### src/bgfd_pkg.sv
// shared types, codes and constants of the binary frame deframer
package bgfd_pkg;

   // sync pair of a frame
   localparam logic [7:0] SYNC_A = 8'hB5;
   localparam logic [7:0] SYNC_B = 8'h62;

   // largest payload length the datapath handles
   localparam logic [15:0] PAYLOAD_LIMIT = 16'd1023;

   // reset value of the length limit register
   localparam logic [9:0] MAX_LEN_RESET = 10'd1023;

   // parser phases
   localparam logic [3:0] PH_HUNT    = 4'd0;
   localparam logic [3:0] PH_SYNC2   = 4'd1;
   localparam logic [3:0] PH_CLASS   = 4'd2;
   localparam logic [3:0] PH_ID      = 4'd3;
   localparam logic [3:0] PH_LEN_LO  = 4'd4;
   localparam logic [3:0] PH_LEN_HI  = 4'd5;
   localparam logic [3:0] PH_PAYLOAD = 4'd6;
   localparam logic [3:0] PH_CK_A    = 4'd7;
   localparam logic [3:0] PH_CK_B    = 4'd8;

   // result kinds
   localparam logic [1:0] KIND_PAYLOAD = 2'd0;
   localparam logic [1:0] KIND_GOOD    = 2'd1;
   localparam logic [1:0] KIND_CKSUM   = 2'd2;
   localparam logic [1:0] KIND_LENGTH  = 2'd3;

   // navigation class and recognized ids
   localparam logic [7:0] CLASS_NAV   = 8'h01;
   localparam logic [7:0] ID_SOL      = 8'h06;
   localparam logic [7:0] ID_POSLLH   = 8'h02;
   localparam logic [7:0] ID_VELNED   = 8'h12;
   localparam logic [7:0] ID_DOP      = 8'h04;
   localparam logic [7:0] ID_STATUS   = 8'h03;

   // message type codes
   localparam logic [2:0] MT_NONE     = 3'd0;
   localparam logic [2:0] MT_SOL      = 3'd1;
   localparam logic [2:0] MT_POSLLH   = 3'd2;
   localparam logic [2:0] MT_VELNED   = 3'd3;
   localparam logic [2:0] MT_DOP      = 3'd4;
   localparam logic [2:0] MT_STATUS   = 3'd5;

   typedef struct packed {
      logic        valid;
      logic [1:0]  result_kind;
      logic [7:0]  payload_byte;
      logic [9:0]  byte_index;
      logic [7:0]  msg_class;
      logic [7:0]  msg_id;
      logic [15:0] declared_length;
      logic [2:0]  message_type;
   } bgfd_result_type;

   function automatic logic [2:0] type_code(input logic [7:0] cls, input logic [7:0] id);
      logic [2:0] code;
      code = MT_NONE;
      if (cls == CLASS_NAV) begin
         unique case (id)
            ID_SOL:    code = MT_SOL;
            ID_POSLLH: code = MT_POSLLH;
            ID_VELNED: code = MT_VELNED;
            ID_DOP:    code = MT_DOP;
            ID_STATUS: code = MT_STATUS;
            default:   code = MT_NONE;
         endcase
      end
      return code;
   endfunction

endpackage

### src/bgfd_parser.sv
// frame parser state, checksum sums and per-byte result decode
module bgfd_parser #(
   parameter logic [15:0] PAYLOAD_LIMIT = bgfd_pkg::PAYLOAD_LIMIT
) (
   input  logic                       clock,
   input  logic                       reset,
   input  logic                       step,
   input  logic [7:0]                 rx_byte,
   input  logic [9:0]                 max_len,
   output bgfd_pkg::bgfd_result_type  res
);

   logic [3:0]  phase_ff, phase_in;
   logic [7:0]  class_ff, class_in;
   logic [7:0]  id_ff, id_in;
   logic [15:0] length_ff, length_in;
   logic [9:0]  count_ff, count_in;
   logic [7:0]  sum_a_ff, sum_a_in;
   logic [7:0]  sum_b_ff, sum_b_in;

   logic [7:0]  sum_a_add;
   logic [7:0]  sum_b_add;
   logic [15:0] limit;
   logic [15:0] max_len_wide;
   logic [9:0]  count_inc;

   assign sum_a_add    = sum_a_ff + rx_byte;
   assign sum_b_add    = sum_b_ff + sum_a_add;
   assign max_len_wide = {6'd0, max_len};
   assign limit        = (PAYLOAD_LIMIT < max_len_wide) ? PAYLOAD_LIMIT : max_len_wide;
   assign count_inc    = count_ff + 10'd1;

   always_comb begin
      phase_in  = phase_ff;
      class_in  = class_ff;
      id_in     = id_ff;
      length_in = length_ff;
      count_in  = count_ff;
      sum_a_in  = sum_a_ff;
      sum_b_in  = sum_b_ff;
      res       = '0;

      unique case (phase_ff)
         bgfd_pkg::PH_SYNC2: begin
            phase_in = (rx_byte == bgfd_pkg::SYNC_B) ? bgfd_pkg::PH_CLASS : bgfd_pkg::PH_HUNT;
         end
         bgfd_pkg::PH_CLASS: begin
            class_in = rx_byte;
            sum_a_in = rx_byte;
            sum_b_in = rx_byte;
            phase_in = bgfd_pkg::PH_ID;
         end
         bgfd_pkg::PH_ID: begin
            id_in    = rx_byte;
            sum_a_in = sum_a_add;
            sum_b_in = sum_b_add;
            phase_in = bgfd_pkg::PH_LEN_LO;
         end
         bgfd_pkg::PH_LEN_LO: begin
            length_in = {8'd0, rx_byte};
            sum_a_in  = sum_a_add;
            sum_b_in  = sum_b_add;
            phase_in  = bgfd_pkg::PH_LEN_HI;
         end
         bgfd_pkg::PH_LEN_HI: begin
            length_in = {rx_byte, length_ff[7:0]};
            sum_a_in  = sum_a_add;
            sum_b_in  = sum_b_add;
            count_in  = '0;
            if (length_in > limit) begin
               phase_in        = bgfd_pkg::PH_HUNT;
               res.valid       = 1'b1;
               res.result_kind = bgfd_pkg::KIND_LENGTH;
            end else if (length_in == 16'd0) begin
               phase_in = bgfd_pkg::PH_CK_A;
            end else begin
               phase_in = bgfd_pkg::PH_PAYLOAD;
            end
         end
         bgfd_pkg::PH_PAYLOAD: begin
            res.valid        = 1'b1;
            res.result_kind  = bgfd_pkg::KIND_PAYLOAD;
            res.payload_byte = rx_byte;
            res.byte_index   = count_ff;
            sum_a_in         = sum_a_add;
            sum_b_in         = sum_b_add;
            count_in         = count_inc;
            if ({6'd0, count_inc} >= length_ff) begin
               phase_in = bgfd_pkg::PH_CK_A;
            end
         end
         bgfd_pkg::PH_CK_A: begin
            if (rx_byte != sum_a_ff) begin
               phase_in        = bgfd_pkg::PH_HUNT;
               res.valid       = 1'b1;
               res.result_kind = bgfd_pkg::KIND_CKSUM;
            end else begin
               phase_in = bgfd_pkg::PH_CK_B;
            end
         end
         bgfd_pkg::PH_CK_B: begin
            phase_in  = bgfd_pkg::PH_HUNT;
            res.valid = 1'b1;
            if (rx_byte == sum_b_ff) begin
               res.result_kind  = bgfd_pkg::KIND_GOOD;
               res.message_type = bgfd_pkg::type_code(class_ff, id_ff);
            end else begin
               res.result_kind = bgfd_pkg::KIND_CKSUM;
            end
         end
         default: begin
            // hunting, also any unused phase code
            phase_in = (rx_byte == bgfd_pkg::SYNC_A) ? bgfd_pkg::PH_SYNC2 : bgfd_pkg::PH_HUNT;
         end
      endcase

      res.msg_class       = class_ff;
      res.msg_id          = id_ff;
      res.declared_length = length_in;
   end

   always_ff @(posedge clock) begin
      if (reset) begin
         phase_ff  <= bgfd_pkg::PH_HUNT;
         class_ff  <= '0;
         id_ff     <= '0;
         length_ff <= '0;
         count_ff  <= '0;
         sum_a_ff  <= '0;
         sum_b_ff  <= '0;
      end else if (step) begin
         phase_ff  <= phase_in;
         class_ff  <= class_in;
         id_ff     <= id_in;
         length_ff <= length_in;
         count_ff  <= count_in;
         sum_a_ff  <= sum_a_in;
         sum_b_ff  <= sum_b_in;
      end
   end

   // a reported frame end or error always returns to hunting
   a_end_hunts: assert property (@(posedge clock) disable iff (reset)
      (step && res.valid && res.result_kind != bgfd_pkg::KIND_PAYLOAD)
      |=> (phase_ff == bgfd_pkg::PH_HUNT))
      else $error("parser did not return to hunting after frame end");

   // payload index stays inside the declared length
   a_index_in_len: assert property (@(posedge clock) disable iff (reset)
      (phase_ff == bgfd_pkg::PH_PAYLOAD) |-> ({6'd0, count_ff} < length_ff))
      else $error("payload index beyond declared length");

   // payload phase only entered with an accepted nonzero length
   a_payload_len_ok: assert property (@(posedge clock) disable iff (reset)
      (phase_ff == bgfd_pkg::PH_PAYLOAD) |-> (length_ff != 16'd0 &&
      length_ff <= PAYLOAD_LIMIT))
      else $error("payload phase with bad length");

endmodule

### src/binary_gps_frame_deframer_unit.sv
// top level of the binary frame deframer: handshake, pipeline registers, limit register
// result path: an accepted byte passes the input register, then the result register;
//   bytes that end in no result give no beat
// throughput: one byte per cycle while the result side takes its beats; the parser
//   state update is a single phase decode plus 8-bit sum adds between the two registers
// reset: synchronous active-high, parser hunts for the first sync byte and
//   the length limit register returns to 1023
module binary_gps_frame_deframer_unit #(
   parameter logic [15:0] PAYLOAD_LIMIT = bgfd_pkg::PAYLOAD_LIMIT
) (
   input  logic        clock,
   input  logic        reset,
   // byte input
   input  logic        req_tvalid,
   output logic        req_tready,
   input  logic [7:0]  req_tdata,    // [7:0] rx_byte
   // result output
   output logic        rsp_tvalid,
   input  logic        rsp_tready,
   output logic [55:0] rsp_tdata,    // [7:0] payload_byte, [17:8] byte_index,
                                     // [25:18] msg_class, [33:26] msg_id,
                                     // [49:34] declared_length,
                                     // [52:50] message_type, [55:53] zero
   output logic [1:0]  rsp_tuser,    // [1:0] result_kind
   // length limit register
   input  logic        csr_wr_en,
   input  logic [9:0]  csr_wr_data   // [9:0] max_payload_len
);

   logic                      in_valid_ff;
   logic [7:0]                in_byte_ff;
   logic                      rsp_valid_ff;
   bgfd_pkg::bgfd_result_type rsp_ff;
   logic [9:0]                max_len_ff;

   logic                      advance;
   logic                      step;
   bgfd_pkg::bgfd_result_type res;

   // result register frees when empty or taken this cycle
   assign advance    = !rsp_valid_ff || rsp_tready;
   // input register takes a beat when empty or moving on
   assign req_tready = !in_valid_ff || advance;
   // parser consumes the held byte when the result side can take its outcome
   assign step       = in_valid_ff && advance;

   always_ff @(posedge clock) begin
      if (reset) begin
         in_valid_ff <= 1'b0;
      end else if (req_tready) begin
         in_valid_ff <= req_tvalid;
      end
   end

   always_ff @(posedge clock) begin
      if (req_tvalid && req_tready) begin
         in_byte_ff <= req_tdata;
      end
   end

   bgfd_parser #(
      .PAYLOAD_LIMIT (PAYLOAD_LIMIT)
   ) u_parser (
      .clock   (clock),
      .reset   (reset),
      .step    (step),
      .rx_byte (in_byte_ff),
      .max_len (max_len_ff),
      .res     (res)
   );

   // result register, only bytes that produce a result raise valid
   always_ff @(posedge clock) begin
      if (reset) begin
         rsp_valid_ff <= 1'b0;
      end else if (advance) begin
         rsp_valid_ff <= step && res.valid;
      end
   end

   always_ff @(posedge clock) begin
      if (advance) begin
         rsp_ff <= res;
      end
   end

   // limit register; the user must write it only while idle, the block itself does not enforce this
   always_ff @(posedge clock) begin
      if (reset) begin
         max_len_ff <= bgfd_pkg::MAX_LEN_RESET;
      end else if (csr_wr_en) begin
         max_len_ff <= csr_wr_data;
      end
   end

   assign rsp_tvalid = rsp_valid_ff;
   assign rsp_tuser  = rsp_ff.result_kind;
   assign rsp_tdata  = {3'd0,
                        rsp_ff.message_type,
                        rsp_ff.declared_length,
                        rsp_ff.msg_id,
                        rsp_ff.msg_class,
                        rsp_ff.byte_index,
                        rsp_ff.payload_byte};

   // a held byte is never dropped while the result side stalls
   a_hold_byte: assert property (@(posedge clock) disable iff (reset)
      (in_valid_ff && !advance) |=> (in_valid_ff && $stable(in_byte_ff)))
      else $error("held input byte lost during stall");

   // parser only steps when the result register can take its outcome
   a_step_room: assert property (@(posedge clock) disable iff (reset)
      step |-> (!rsp_valid_ff || rsp_tready))
      else $error("parser stepped into a full result register");

   // a stalled result stays put
   a_rsp_hold: assert property (@(posedge clock) disable iff (reset)
      (rsp_valid_ff && !rsp_tready) |=> (rsp_valid_ff && $stable(rsp_ff)))
      else $error("stalled result changed");

endmodule

### config.mk
export PLATFORM = sky130hd
export DESIGN_NAME = binary_gps_frame_deframer_unit
export DESIGN_NICKNAME = d
export VERILOG_FILES = /design/src/bgfd_pkg.sv /design/src/bgfd_parser.sv /design/src/binary_gps_frame_deframer_unit.sv
export SDC_FILE = /design/constraint.sdc
export NUM_CORES = 1
export LEC_CHECK = 0
export BUFFER_PORTS_ARGS = -buffer_cell sky130_fd_sc_hd__buf_2
export CORE_ASPECT_RATIO = 0.9
export CORE_MARGIN = 5
export CORE_UTILIZATION = 53
export CTS_CLUSTER_SIZE = 14
export DETAILED_ROUTE_END_ITERATION = 12
export PLACE_DENSITY = 0.76
export REMOVE_ABC_BUFFERS = 1
export SLEW_MARGIN = 20
export SYNTH_ARGS = -nofsm -noshare
export SYNTH_HDL_FRONTEND = slang
export SYNTH_HIERARCHICAL = 1
export SYNTH_SLANG_ARGS = --single-unit
### constraint.sdc
create_clock -name clock -period 3.1 [get_ports clock]
set_input_delay 0.31 -clock clock [delete_from_list [all_inputs] [get_ports clock]]
set_output_delay 0.31 -clock clock [all_outputs]
set_load 0.01 [all_outputs]
==> results.md <==
* Synth Area in Compound Gates at 14.4%
* Reg-to-reg slack, setup at 0.1 ns
* Count of input and output buffers at 79
* Final WS setup at 0.0973 ns
* WP data required at 3.40 ns
* Clock power frac at 47.6%
* Remaining DRCs at 0
* Syn-to-layout area delta at 19.6%
* Post-synth EDFFs at 63
* Die ar. at 15000 sq um
* I/O pins at 83
* Post-Route WL at 15600 um
* Hold Fails Final Rpt at 0
* Asr flop ratio synth at 0%
* Overflow after GRT at 0
* Die Span Y at 117 um
* Average wire per standard cell at 16.9 um
* CP Launch Type: flip-flop
* Avg Inst Size Synth at 10.3 sq um
* Reg clk slew, reported paths at 0.06 ns
* GPL Wtd Cong at 0.906
* Pwr/cell area at 522 nW/um^2
* Internal Pwr Total at 3.23 mW
* Row count at 39
* Pin count of the biggest net entering global routing at 57
* Antenna diodes at 0
* Core Region at 12500 sq um
* Post-DP Area at 7310 sq um
* Sw power at 0.952 mW
* Max-cap violation count at 0
* Max H-tree Level at 4
* Met2 Use GR at 33.6%
* Met3 Track Usage GR at 5.81%
* Sw Ratio at 22.8%
* Post-Route Skew at 0.00643 ns
* Status: finished clean
* Initial cell density of the core at 53.5%
* Fin Setup TNS at 0 ns
* Clock tree from TritonCTS: yes
* Period Utilization, post-route at 96.9%
* WHS Path Cells at 1
* Dpl hpwl at 10600 um
* Initial DRC Count at 406
* Pre-CTS WS at -0.0495 ns
* Reg2reg path depth at 13
* Nets at 803
* Yosys cell types at 70
* Critical path endpoint: u_parser/sum_b_ff[7]
* CTS max path bufs at 2
* Global-route met1 utilization at 27.7%
* GR peak layer: met2
* Peak VDD IR at 0.000479 V
* XOR/XNOR share of the synthesized area at 3.53%
* Share of layout cells above drive strength 1 at 22.1%
* Max Fclk at 333 MHz
* Yosys Warn Count at 6
* Hold Path Class: in -> reg
* WHS at 0.0667 ns
* Sequential-to-total area share from yosys stat at 50.3%
* Kind of critical path: reg -> reg
* Synth Area in Adders at 7.31%
* Initial antenna violation count at 0
* Unrepaired setup endpoints after global routing: yes
* Vias per Instance at 5.68
* Total CTS buffers at 17
* RR Startpoint: in_byte_ff[1]
* Worst setup path start: in_byte_ff[1]
* Die width at 129 um
* First-pass DRT Iterations at 5
* Final setup violation count at 0
* Commonest cells after routing, fill and taps aside: buf_2 (79), dfxtp_1 (74), edfxtp_1 (63)
* Max Slew Vio Count at 0
* Seq pwr share at 46.0%
* First-pass GRT wire length at 24700 um
* Crit path time final at 3.00 ns
* Gr usage total at 21.2%
* Portion of netlist area occupied by mux cells at 3.15%
* Root buffer cell: clkbuf_16
* Antenna-violating nets left at 0
* Sink Count at 137
* Total power at 4.18 mW
* Via Count at 5221
* Simple-gate area share of the yosys netlist at 16.7%
* Worst-Skew Late Latency at 0.42 ns
* Worst Setup End Kind: flip-flop
* Gate Count Post-Synth at 653
* LEAKAGE at 3.43 nW
* R2r endpoint: u_parser/sum_b_ff[7]
* Largest family of logic cells by synthesized area: simple AND/OR/NAND/NOR gates
* Comb power frac at 6.4%
* Number of global-route vias before repair at 5060
* Slew @ Worst Pin at 0.868 ns
* Commonest non-fill, non-tap cell in the layout: buf_2
* Slew margin rel. at 41.7%
* Post-synthesis cell area at 6710 sq um
* CP max FO at 4
* Post-synthesis sequential element count at 137
* Hold buffer count at cts at 0
* WP data arrival at 3.30 ns
* Design area at 8020 sq um
* Ys flop type: dfxtp_1
-- worst min path at each step --
stage / endpoint / start / slack, ns
final: in_byte_ff[5] / req_tdata[5] / 0.07
after global routing: in_byte_ff[6] / req_tdata[6] / 0.05
after CTS: in_byte_ff[7] / req_tdata[7] / 0.04
after detailed placement: rsp_tdata[20] / u_parser/class_ff[2] / 0.46
after global placement: rsp_tdata[33] / u_parser/id_ff[7] / 0.45
after floorplan: in_valid_ff / reset / 0.38
-- layout make-up --
| type | instances | area [sq um] |
|---|---|---|
| clock buffer | 19 | 443 |
| clock inverter | 13 | 145 |
| fill | 1007 | 4520 |
| inverter | 32 | 120 |
| multi-input combinational | 448 | 3130 |
| sequential | 137 | 3370 |
| tap | 164 | 205 |
| timing repair buffer | 106 | 602 |
-- synthesized netlist by cell type (all sizes together) (8+ instances only) --
cell type / number / share of area (%)
a22oi: 8 / 0.90
nand3: 9 / 0.75
clkbuf: 25 / 1.4
xnor2: 21 / 2.7
ha: 36 / 6.7
nand4: 8 / 0.75
a211oi: 10 / 1.1
nor2: 61 / 3.5
a21oi: 48 / 3.6
buf: 13 / 1.3
and2: 21 / 2.0
o21ai: 23 / 1.8
a211o: 10 / 1.3
mux2i: 20 / 3.0
nor3: 14 / 1.0
dfxtp: 74 / 22
nand2b: 9 / 0.84
a22o: 8 / 1.1
inv: 32 / 1.8
nand2: 49 / 2.7
nor2b: 14 / 1.3
edfxtp: 63 / 28
-- power groups by stage --
| stage | Clock [mW] | Sequential (mW) | Combinational (mW) |
|---|---|---|---|
| floorplan | 0 | 1.97 | 0.140 |
| global placement | 0 | 1.96 | 0.240 |
| detailed placement | 0 | 1.96 | 0.247 |
| CTS | 2.03 | 1.92 | 0.249 |
| global route | 2.12 | 1.93 | 0.294 |
| finish | 1.99 | 1.92 | 0.269 |
-- critical path: stages, from the launching register on --
cell and delay, ns:
edfxtp_1 0.45, ha_1 0.36, a21oi_2 0.18, inv_1 0.05, a21oi_1 0.19, xnor2_1 0.17
ha_1 0.31, nor2_1 0.14, nor2_2 0.08, a2111oi_4 0.35, buf_4 0.18, o22a_1 0.17
o2111a_1 0.21, a211oi_2 0.04
-- layer usage --
layer	wire [um]	vias up	part of all wire, %
li1	-	2519	-
met1	6850	2481	44
met2	7180	196	46
met3	1160	25	7.5
met4	360	0	2.3
met5	0	-	0
-- kinds of logic after synthesis --
logic type | Yosys count
flops | 137
mux | 21
other cells | 1
xor+xnor | 27
fa+ha+maj | 38
simple gates | 218
compound gates | 141
buf+inv | 70
-- state kept, by name, indices dropped and copies added (netlist names) --
| name | count |
|---|---|
| rsp_tdata | 53 |
| u_parser/length_ff | 16 |
| max_len_ff | 10 |
| u_parser/count_ff | 10 |
| in_byte_ff | 8 |
| u_parser/class_ff | 8 |
| u_parser/id_ff | 8 |
| u_parser/sum_a_ff | 8 |
| u_parser/sum_b_ff | 8 |
| u_parser/phase_ff | 4 |
| rsp_tuser | 2 |
| in_valid_ff | 1 |
| rsp_tvalid | 1 |
-- through the flow --
step | instances | util [%]
3_5_place_dp | 884 | 58.3
3_3_place_gp | 884 | 58.3
5_1_grt | 919 | 63.9
6_report | 919 | 63.9
4_1_cts | 916 | 63.0
2_1_floorplan | 617 | -
-- what timing repair did --
item | CTS | global route
resized for setup | 1 | 19
buffers inserted | 0 | 3
setup endpoints to repair | 1 | 3
pin swaps | 0 | 9
(Power assumes the default switching activity.)
